[src/utf8_stream_decoder_assert.svh]
// Assertion macros for the UTF-8 stream decoder.
// Used by u8sd_core under src; no other dependencies.
`ifndef UTF8_STREAM_DECODER_ASSERT_SVH
`define UTF8_STREAM_DECODER_ASSERT_SVH

// same-cycle implication, reset-qualified
`define U8SD_ASSERT_NOW(lbl, clk_s, rstn_s, ante, cons) \
    lbl: assert property (@(posedge clk_s) disable iff (!rstn_s) (ante) |-> (cons)) \
        else $error("u8sd assertion failed");

// next-cycle implication, reset-qualified
`define U8SD_ASSERT_NEXT(lbl, clk_s, rstn_s, ante, cons) \
    lbl: assert property (@(posedge clk_s) disable iff (!rstn_s) (ante) |=> (cons)) \
        else $error("u8sd assertion failed");

`endif

[src/u8sd_pkg.sv]
// Types, constants and lead-byte functions for the UTF-8 stream decoder.
// No dependencies; imported by every decoder module.
`default_nettype none

package u8sd_pkg;

    localparam int CP_W = 31;
    localparam int LEN_W = 3;
    localparam int OUT_DATA_W = 40;

    localparam logic [7:0] LEAD_MIN_TWO = 8'hC2;
    localparam logic [7:0] INVALID_LEAD = 8'hFE;
    localparam logic [7:0] OVERLONG_TAG = 8'h80;
    localparam logic [1:0] CONT_TAG = 2'b10;
    localparam logic [LEN_W-1:0] LEN_ONE = 3'd1;
    localparam logic [LEN_W-1:0] LEN_TWO = 3'd2;

    typedef struct packed {
        logic [7:0] data_byte;
        logic       end_of_buffer;
    } item_t;

    typedef struct packed {
        logic              truncated;
        logic              well_formed;
        logic [LEN_W-1:0]  char_length;
        logic [CP_W-1:0]   code_point;
    } result_t;

    typedef struct packed {
        logic    load;
        result_t res;
    } core_out_t;

    function automatic logic [LEN_W-1:0] lead_length(input logic [7:0] b);
        logic [LEN_W-1:0] len;
        begin
            len = 3'd1;
            if (b[7] == 1'b0)
                len = 3'd1;
            else if (b[7:5] == 3'b110)
                len = 3'd2;
            else if (b[7:4] == 4'b1110)
                len = 3'd3;
            else if (b[7:3] == 5'b11110)
                len = 3'd4;
            else if (b[7:2] == 6'b111110)
                len = 3'd5;
            else if (b[7:1] == 7'b1111110)
                len = 3'd6;
            return len;
        end
    endfunction

    function automatic logic [7:0] overlong_mask(input logic [LEN_W-1:0] len);
        logic [7:0] m;
        begin
            case (len)
                3'd3:    m = 8'hE0;
                3'd4:    m = 8'hF0;
                3'd5:    m = 8'hF8;
                3'd6:    m = 8'hFC;
                default: m = 8'h00;
            endcase
            return m;
        end
    endfunction

    function automatic logic [7:0] payload_mask(input logic [LEN_W-1:0] len);
        logic [7:0] m;
        begin
            case (len)
                3'd2:    m = 8'h1F;
                3'd3:    m = 8'h0F;
                3'd4:    m = 8'h07;
                3'd5:    m = 8'h03;
                3'd6:    m = 8'h01;
                default: m = 8'h3F;
            endcase
            return m;
        end
    endfunction

endpackage

`default_nettype wire

[src/u8sd_in_reg.sv]
// Input register stage of the UTF-8 stream decoder.
// Depends on u8sd_pkg.
`default_nettype none

module u8sd_in_reg (
    input  wire logic           clk,
    input  wire logic           rst_n,
    input  wire logic           s_tvalid,
    output logic                s_tready,
    input  wire u8sd_pkg::item_t s_item,
    input  wire logic           advance,
    output logic                item_valid,
    output u8sd_pkg::item_t     item
);
    import u8sd_pkg::*;

    logic  valid_reg;
    item_t item_reg;

    assign s_tready   = !valid_reg || advance;
    assign item_valid = valid_reg;
    assign item       = item_reg;

    always_ff @(posedge clk or negedge rst_n)
    begin
        if (!rst_n)
            valid_reg <= 1'b0;
        else if (s_tready)
            valid_reg <= s_tvalid;
    end

    always_ff @(posedge clk)
    begin
        if (s_tvalid && s_tready)
            item_reg <= s_item;
    end

endmodule

`default_nettype wire

[src/u8sd_core.sv]
// Character state and single-pass decode logic of the UTF-8 stream decoder.
// Depends on u8sd_pkg and utf8_stream_decoder_assert.svh.
`default_nettype none
`include "utf8_stream_decoder_assert.svh"

module u8sd_core (
    input  wire logic            clk,
    input  wire logic            rst_n,
    input  wire logic            decode_en,
    input  wire logic            item_valid,
    input  wire u8sd_pkg::item_t item,
    input  wire logic            out_ready,
    output logic                 advance,
    output u8sd_pkg::core_out_t  core_out
);
    import u8sd_pkg::*;

    logic [LEN_W-1:0] exp_len_reg, exp_len_next;
    logic [LEN_W-1:0] seen_reg, seen_next;
    logic [CP_W-1:0]  acc_reg, acc_next;
    logic [7:0]       lmask_reg, lmask_next;
    logic             valid_ch_reg, valid_ch_next;

    logic [7:0]       b;
    logic             eob;
    logic [LEN_W-1:0] len;
    logic [7:0]       omask;
    logic [LEN_W-1:0] seen_inc;
    logic [CP_W-1:0]  acc_shift;
    logic             cont_ok;
    result_t          res;
    logic             emit;

    assign advance  = item_valid && out_ready;
    assign b        = item.data_byte;
    assign eob      = item.end_of_buffer;
    assign len      = lead_length(b);
    assign omask    = overlong_mask(len);
    assign seen_inc = seen_reg + 3'd1;
    assign acc_shift = {acc_reg[CP_W-7:0], b[5:0]};
    assign cont_ok  = valid_ch_reg && (b[7:6] == CONT_TAG) &&
                      !(seen_reg == LEN_ONE && lmask_reg != 8'h00 &&
                        (b & lmask_reg) == OVERLONG_TAG);

    always_comb
    begin
        exp_len_next  = exp_len_reg;
        seen_next     = seen_reg;
        acc_next      = acc_reg;
        lmask_next    = lmask_reg;
        valid_ch_next = valid_ch_reg;
        emit          = 1'b0;
        res.code_point  = {{(CP_W-8){1'b0}}, b};
        res.char_length = LEN_ONE;
        res.well_formed = 1'b1;
        res.truncated   = 1'b0;

        if (!decode_en)
        begin
            emit          = 1'b1;
            exp_len_next  = '0;
            seen_next     = '0;
            acc_next      = '0;
            lmask_next    = '0;
            valid_ch_next = 1'b1;
        end
        else if (exp_len_reg == '0)
        begin
            if (len == LEN_ONE)
            begin
                emit            = 1'b1;
                res.well_formed = (b < INVALID_LEAD);
            end
            else if (eob)
            begin
                emit            = 1'b1;
                res.code_point  = '0;
                res.char_length = len;
                res.well_formed = 1'b0;
                res.truncated   = 1'b1;
            end
            else
            begin
                exp_len_next  = len;
                seen_next     = LEN_ONE;
                acc_next      = {{(CP_W-8){1'b0}}, b & payload_mask(len)};
                valid_ch_next = !(len == LEN_TWO && b < LEAD_MIN_TWO);
                lmask_next    = (len != LEN_TWO && b == omask) ? omask : 8'h00;
            end
        end
        else
        begin
            if (seen_inc >= exp_len_reg)
            begin
                emit            = 1'b1;
                res.code_point  = acc_shift;
                res.char_length = exp_len_reg;
                res.well_formed = cont_ok;
            end
            else if (eob)
            begin
                emit            = 1'b1;
                res.code_point  = '0;
                res.char_length = exp_len_reg;
                res.well_formed = 1'b0;
                res.truncated   = 1'b1;
            end

            if (emit)
            begin
                exp_len_next  = '0;
                seen_next     = '0;
                acc_next      = '0;
                lmask_next    = '0;
                valid_ch_next = 1'b1;
            end
            else
            begin
                seen_next     = seen_inc;
                acc_next      = acc_shift;
                valid_ch_next = cont_ok;
            end
        end
    end

    assign core_out.load = advance && emit;
    assign core_out.res  = res;

    always_ff @(posedge clk or negedge rst_n)
    begin
        if (!rst_n)
        begin
            exp_len_reg  <= '0;
            seen_reg     <= '0;
            acc_reg      <= '0;
            lmask_reg    <= '0;
            valid_ch_reg <= 1'b1;
        end
        else if (advance)
        begin
            exp_len_reg  <= exp_len_next;
            seen_reg     <= seen_next;
            acc_reg      <= acc_next;
            lmask_reg    <= lmask_next;
            valid_ch_reg <= valid_ch_next;
        end
    end

    `U8SD_ASSERT_NOW(a_seen_in_range, clk, rst_n, exp_len_reg != '0, seen_reg != '0 && seen_reg < exp_len_reg)
    `U8SD_ASSERT_NOW(a_trunc_zero, clk, rst_n, core_out.load && res.truncated, res.code_point == '0 && !res.well_formed)
    `U8SD_ASSERT_NEXT(a_bypass_clears, clk, rst_n, advance && !decode_en, exp_len_reg == '0)
    `U8SD_ASSERT_NOW(a_idle_clean, clk, rst_n, exp_len_reg == '0, seen_reg == '0 && lmask_reg == 8'h00)

endmodule

`default_nettype wire

[src/u8sd_out_reg.sv]
// Result register stage of the UTF-8 stream decoder.
// Depends on u8sd_pkg.
`default_nettype none

module u8sd_out_reg (
    input  wire logic                clk,
    input  wire logic                rst_n,
    input  wire u8sd_pkg::core_out_t core_out,
    output logic                     out_ready,
    output logic                     m_tvalid,
    input  wire logic                m_tready,
    output u8sd_pkg::result_t        m_res
);
    import u8sd_pkg::*;

    logic    valid_reg;
    result_t res_reg;

    assign out_ready = !valid_reg || m_tready;
    assign m_tvalid  = valid_reg;
    assign m_res     = res_reg;

    always_ff @(posedge clk or negedge rst_n)
    begin
        if (!rst_n)
            valid_reg <= 1'b0;
        else if (core_out.load)
            valid_reg <= 1'b1;
        else if (m_tready)
            valid_reg <= 1'b0;
    end

    always_ff @(posedge clk)
    begin
        if (core_out.load)
            res_reg <= core_out.res;
    end

endmodule

`default_nettype wire

[src/utf8_stream_decoder.sv]
// Channel   Dir  Payload
// s_*       in   tdata[7:0] data_byte, tlast end_of_buffer
// m_*       out  tdata[30:0] code_point, [33:31] char_length, [34] well_formed,
//                [35] truncated, [39:36] zero
// cfg_*     in   cfg_wdata decode enable, written when cfg_wen is high
//
// One byte per clock sustained while m_tready is not stalled; an accepted beat is
// held in the input register, then decoded into the result register and sent on m_*.
// A multi-byte character yields one result beat on its last byte.
// Reset clears the character state and sets the decode enable to 1.
// A stalled m_tready holds the result and backs pressure up through both registers.
//
// Top level of the UTF-8 stream decoder; depends on u8sd_pkg, u8sd_in_reg,
// u8sd_core and u8sd_out_reg.
`default_nettype none

module utf8_stream_decoder (
    input  wire logic        clk,
    input  wire logic        rst_n,
    input  wire logic        s_tvalid,
    output logic             s_tready,
    input  wire logic [7:0]  s_tdata,   // [7:0] data_byte
    input  wire logic        s_tlast,   // end_of_buffer
    output logic             m_tvalid,
    input  wire logic        m_tready,
    output logic [39:0]      m_tdata,   // [30:0] code_point, [33:31] char_length,
                                        // [34] well_formed, [35] truncated
    input  wire logic        cfg_wen,
    input  wire logic        cfg_wdata  // decode enable
);
    import u8sd_pkg::*;

    logic      decode_en_reg;
    item_t     s_item;
    item_t     item;
    logic      item_valid;
    logic      advance;
    logic      out_ready;
    core_out_t core_out;
    result_t   m_res;

    assign s_item.data_byte     = s_tdata;
    assign s_item.end_of_buffer = s_tlast;

    always_ff @(posedge clk or negedge rst_n)
    begin
        if (!rst_n)
            decode_en_reg <= 1'b1;
        else if (cfg_wen)
            decode_en_reg <= cfg_wdata;
    end

    u8sd_in_reg u_in_reg (
        .clk        (clk),
        .rst_n      (rst_n),
        .s_tvalid   (s_tvalid),
        .s_tready   (s_tready),
        .s_item     (s_item),
        .advance    (advance),
        .item_valid (item_valid),
        .item       (item)
    );

    u8sd_core u_core (
        .clk        (clk),
        .rst_n      (rst_n),
        .decode_en  (decode_en_reg),
        .item_valid (item_valid),
        .item       (item),
        .out_ready  (out_ready),
        .advance    (advance),
        .core_out   (core_out)
    );

    u8sd_out_reg u_out_reg (
        .clk        (clk),
        .rst_n      (rst_n),
        .core_out   (core_out),
        .out_ready  (out_ready),
        .m_tvalid   (m_tvalid),
        .m_tready   (m_tready),
        .m_res      (m_res)
    );

    assign m_tdata = {{(OUT_DATA_W-$bits(result_t)){1'b0}}, m_res};

endmodule

`default_nettype wire
[config.mk]
export PLATFORM = sky130hd
export DESIGN_NAME = utf8_stream_decoder
export DESIGN_NICKNAME = d
export VERILOG_FILES = /design/src/u8sd_pkg.sv /design/src/u8sd_in_reg.sv /design/src/u8sd_core.sv /design/src/u8sd_out_reg.sv /design/src/utf8_stream_decoder.sv
export VERILOG_INCLUDE_DIRS = /design/src /design/src/src
export SDC_FILE = /design/constraint.sdc
export NUM_CORES = 1
export LEC_CHECK = 0
export ABC_AREA = 1
export BUFFER_PORTS_ARGS = -buffer_cell sky130_fd_sc_hd__buf_2
export CORE_ASPECT_RATIO = 0.6
export CORE_UTILIZATION = 55
export CTS_CLUSTER_DIAMETER = 150
export CTS_CLUSTER_SIZE = 20
export DETAILED_ROUTE_END_ITERATION = 10
export PLACE_DENSITY = 0.77
export SETUP_SLACK_MARGIN = 0.15
export SLEW_MARGIN = 20
export SYNTH_ARGS = -nofsm -noshare
export SYNTH_HDL_FRONTEND = slang
export SYNTH_SLANG_ARGS = --single-unit
[constraint.sdc]
create_clock -name clk -period 4.3 [get_ports clk]
set_input_delay 0.86 -clock clk [delete_from_list [all_inputs] [get_ports clk]]
set_output_delay 0.86 -clock clk [all_outputs]
set_load 0.05 [all_outputs]
**After elaboration in Yosys (flattened, before gate mapping)**

Cells that the tools add are included.

- Register bits after elaboration: 88
- Input bits: 15

- Magnitude comparators: 3
- Add/sub/neg operators: 1
- Eq/ne operators: 19
- Bitwise operators: 2
- Mux-type cells: 56
- Reduce and logical (&&, ||, !) cells: 20

Operators with widths:

| kind | count |
|---|---|
| $mux W25 | 5 |
| $mux W36 | 3 |
| $mux W8 | 11 |
| $mux W3 | 16 |
| $mux W35 | 1 |
| $mux W34 | 1 |
| $pmux W8 S4 | 1 |
| $pmux W6 S5 | 1 |
| $mux W1 | 17 |
| $and A8 B8 Y8 | 2 |
| $lt A8 B8 Y1 const B | 2 |
| $eq A3 B3 Y1 const B | 4 |
| $logic_and A1 B1 Y1 | 9 |
| $eq A8 B8 Y1 | 1 |
| $eq A8 B8 Y1 const B | 1 |
| $reduce_bool A8 Y1 | 1 |
| $eq A7 B7 Y1 const B | 1 |
| $eq A3 B1 Y1 const B | 2 |
| $eq A3 B2 Y1 const B | 2 |
| $eq A6 B6 Y1 const B | 1 |
| $ne A3 B3 Y1 const B | 2 |
| $eq A5 B5 Y1 const B | 1 |
| $eq A4 B4 Y1 const B | 1 |
| $logic_not A1 Y1 | 4 |
| other kinds (10) | 11 |

**Logic depth before layout (Yosys ltp)**

- Depth in word-level cells: 18
- Depth in mapped cells: 14
- Gate-level depth less buffers: 14

**By module**

From an unflattened synthesis, not the netlist that was laid out.

- Cells, all modules: 414
- Area total of the unflattened synthesis: 3978.8 sq um

Modules (own cells, without submodules):

| module | cells each | instances | area an instance (sq um) | sequential area each (sq um) |
|---|---|---|---|---|
| u8sd_core | 348 | 1 | 2462.4 | 902.1 |
| u8sd_out_reg | 41 | 1 | 1126.1 | 1106.1 |
| u8sd_in_reg | 15 | 1 | 315.3 | 295.3 |
| utf8_stream_decoder | 10 | 1 | 75.1 | 26.3 |

**Worst setup path after synthesis**

Ideal clock, no wire load.

- Path type: register to register
- Start: register u_core.seen_reg[0]
- End: register u_out_reg.res_reg (netlist bit u_out_reg.m_res[0]) (enable)
- Clock period less this slack: 3804 ps
- Data required time: 3858 ps
- Cell stages (with the launch flop): 11
- Buffers on the path: 1
- Library setup time: 442 ps
- Setup slack: 496 ps
- Arrival time: 3362 ps
- Cells stage by stage: dfrtp_1 ha_1 xor2_1 ha_1 nand2_1 nor2_1 nor2_1 nand4_1 nand2_1 buf_2 a21oi_1

RTL lines:

| what | line | source |
|---|---|---|
| start, declared | u8sd_core.sv:19 | `logic [LEN_W-1:0] seen_reg, seen_next;` |
| start signal, assigned | u8sd_core.sv:142 | `seen_reg <= seen_next;` |
| end signal, assigned | u8sd_out_reg.sv:36 | `res_reg <= core_out.res;` |
| end, declared | u8sd_out_reg.sv:17 | `result_t res_reg;` |

==> results.json <==
{
  "io_pins": 57,
  "row_count": 22,
  "ys_ff_latch": 84,
  "crit_chain": "ha_1 > xor2_1 > ha_1 > nand2_1 > nor2_1 > nor2_1 > nand4_1 > nand2_1 > a21oi_4 > buf_4",
  "routed_via_density": 5.50,
  "antenna_found_initial": 0,
  "fin_skew_ns": 0.00830,
  "path_buf_inv": 1,
  "cts_tree": "done",
  "dp_cells": 502,
  "final_core_util_pct": 68.4,
  "cts.sinks": 84,
  "drive_gt1_share_pct": 20.5,
  "final_cells": 518,
  "htreeDepth": 3,
  "synth.distinct_cells": 34,
  "cts_setup_buffers": 0,
  "worst-setup-path-type": "flop to flop",
  "synth_area_leader_cell": "edfxtp_1",
  "maxSlewViolCount": 0,
  "period_needed_ns": 2.99,
  "hold_viol": 0,
  "fp.coreArea_um2": 6330,
  "place.detailed.hpwl_mm": 5.74,
  "ant_nets": 0,
  "ctsHoldBuffers": 0,
  "clkTransAtPathRegs_ns": 0.06,
  "cpLargestDelayFamily": "simple AND/OR/NAND/NOR gates",
  "grt_pass1_wl_mm": 13.4,
  "synthFlopType": "edfxtp_1",
  "fmax_mhz": 335,
  "drtIter0Drc": 288,
  "synthTopCellsByArea": "edfxtp_1 (36%), dfrtp_1 (25%), nand2_1 (6.9%)",
  "min_path_type": "flop to flop",
  "cts_buffer_depth": 2,
  "fin_tns_setup_ns": 0,
  "die_area_um2": 7130,
  "largest_register_ffs": 36,
  "start_util_pct": 58.9,
  "drc": 0,
  "finalSetupViolCount": 0,
  "irDropWorstVdd_mv": 0.481,
  "gp_congestion": 0.959,
  "cts_buffers": 9,
  "antenna_cells": 0,
  "grt-ovfl-total": 0,
  "rsz0062_at_grt": "no",
  "yosysSeqAreaShare_pct": 62.4,
  "grt_use_total_pct": 26.4,
  "syn_avg_cell_area_um2": 9.95,
  "synth.most_common_cell": "nand2_1",
  "cpMaxStageDelayCell": "a21oi_4",
  "wirelength_mm": 8.20,
  "leakage_nw": 1.91,
  "wire_per_inst_um": 15.8,
  "crit_fanout": 29,
  "syn_area_um2": 3730,
  "total_power_w": 0.00283,
  "clk_latency_ns": 0.34,
  "io_buffer_count": 52,
  "cp_data_required_time_ns": 4.30,
  "relSlewSlack_pct": 40.0,
  "cts_root_buf": "clkbuf_16",
  "arrival_ns": 2.99,
  "final_nets": 449,
  "grt_pass1_vias": 2593,
  "synth_edf_count": 45,
  "tightest_slew_ns": 0.900,
  "postCtsResizedCells": 0,
  "num_vias": 2848,
  "synthDominantCellAreaShare_pct": 36.2,
  "critPathMaxStageDelay_ns": 0.44,
  "status": "finished clean",
  "post-route-period-util_pct": 69.5,
  "synth_cells": 375,
  "syn2layout_area_growth_pct": 16.0,
  "power_density_nw_per_um2": 655,
  "async_flop_share_pct": 46.4,
  "end_kind": "flop",
  "grt_max_degree": 47,
  "final.fill_count": 477,
  "die_x_um": 108,
  "synth_common_cells": "nand2_1 (69), nor2_1 (47), inv_1 (46)",
  "cp-start-kind": "flop",
  "dr.pass1.iters": 5,
  "yosys_warnings": 0,
  "cap_violations": 0,
  "die_y_um": 65.8
}
==> final cells by class <==
cell class                      count  area, µm²  share of cell area, %
Clock buffer                       10        239                   5.52
Inverter                           49        184                   4.25
Timing Repair Buffer               55        283                   6.53
Clock inverter                      6       47.5                   1.10
Sequential cell                    84       2330                   53.8
Tap cell                           84        105                   2.43
Multi-Input combinational cell    230       1140                   26.4
==> stage by stage <==
step	cell area (µm²)	setup WS [ns]	hold slack [ns]
2_1_floorplan	3740	0.496	0.438
3_3_place_gp	4040	1.54	0.454
3_5_place_dp	4040	1.36	0.461
4_1_cts	4330	1.34	0.470
5_1_grt	4330	1.12	0.481
6_report	4330	1.31	0.469
==> cell usage in the layout (no fill, tap or decap), drive strengths merged, types with 2 or more instances in the layout <==
cell	n
nand3	43
a31oi	2
dfrtp	37
clkinvlp	4
inv	50
nor2	49
conb	4
edfxtp	45
o21ai	33
a21oi	6
nand2	73
nand4	4
clkbuf	10
buf	55
dfstp	2
ha	5
o32ai	2
o41ai	2
==> kinds of logic (layout without fill, tap and decap cells) <==
logic type / Yosys count / count (layout) / share of synthesized area [%]
and+or+nand+nor: 172 / 172 / 20.4
DFF: 84 / 84 / 62.4
buffers and inverters: 64 / 120 / 7.58
AOI/OAI and AO/OA: 48 / 48 / 7.58
adders and majority gates: 5 / 5 / 1.68
other: 1 / 4 / 0.101
xor gates and xnor gates: 1 / 1 / 0.235
==> metal layers <==
metal | GRT usage (%) | up-vias | part of all wire (%)
met5 | 0 | - | 0
met4 | 9.97 | 0 | 1.3
met3 | 8.67 | 12 | 11
met2 | 32.6 | 161 | 41
met1 | 41.9 | 1326 | 47
li1 | - | 1349 | -
==> path summary, 6_finish.rpt <==
| check | slack [ns] | endpoint | depth (start not counted) | startpoint |
|---|---|---|---|---|
| max | 1.31 | u_out_reg.m_res[31]$_SDFFCE_PN1P_ | 10 | u_core.seen_reg[0]$_DFFE_PN0P_ |
| min | 0.47 | u_core.valid_ch_reg$_DFFE_PN1P_ | 2 | u_core.valid_ch_reg$_DFFE_PN1P_ |
| max reg2reg | 1.31 | u_out_reg.m_res[31]$_SDFFCE_PN1P_ | 10 | u_core.seen_reg[0]$_DFFE_PN0P_ |
| min reg2reg | 0.47 | u_core.valid_ch_reg$_DFFE_PN1P_ | 2 | u_core.valid_ch_reg$_DFFE_PN1P_ |
| max in group asynchronous | 3.09 | u_core.exp_len_reg[2]$_DFFE_PN0P_ | 1 | rst_n |
| min in group asynchronous | 0.64 | u_core.acc_reg[4]$_DFFE_PN0P_ | 1 | rst_n |
==> power by group <==
| group | total (W) | switching [W] | internal [W] |
|---|---|---|---|
| Clock | 0.000731 | 0.000321 | 0.000410 |
| Combinational | 0.000975 | 0.000778 | 0.000197 |
| Sequential | 0.00113 | 0.0000874 | 0.00104 |
| Total | 0.00283 | 0.00119 | 0.00165 |
==> tightest hold or removal path, stage by stage, from the launching register on <==
cell	delay, ns
dfstp_2	0.36
nand2_1	0.05
nand2_1	0.05
Power figures use the tool's default switching activity.
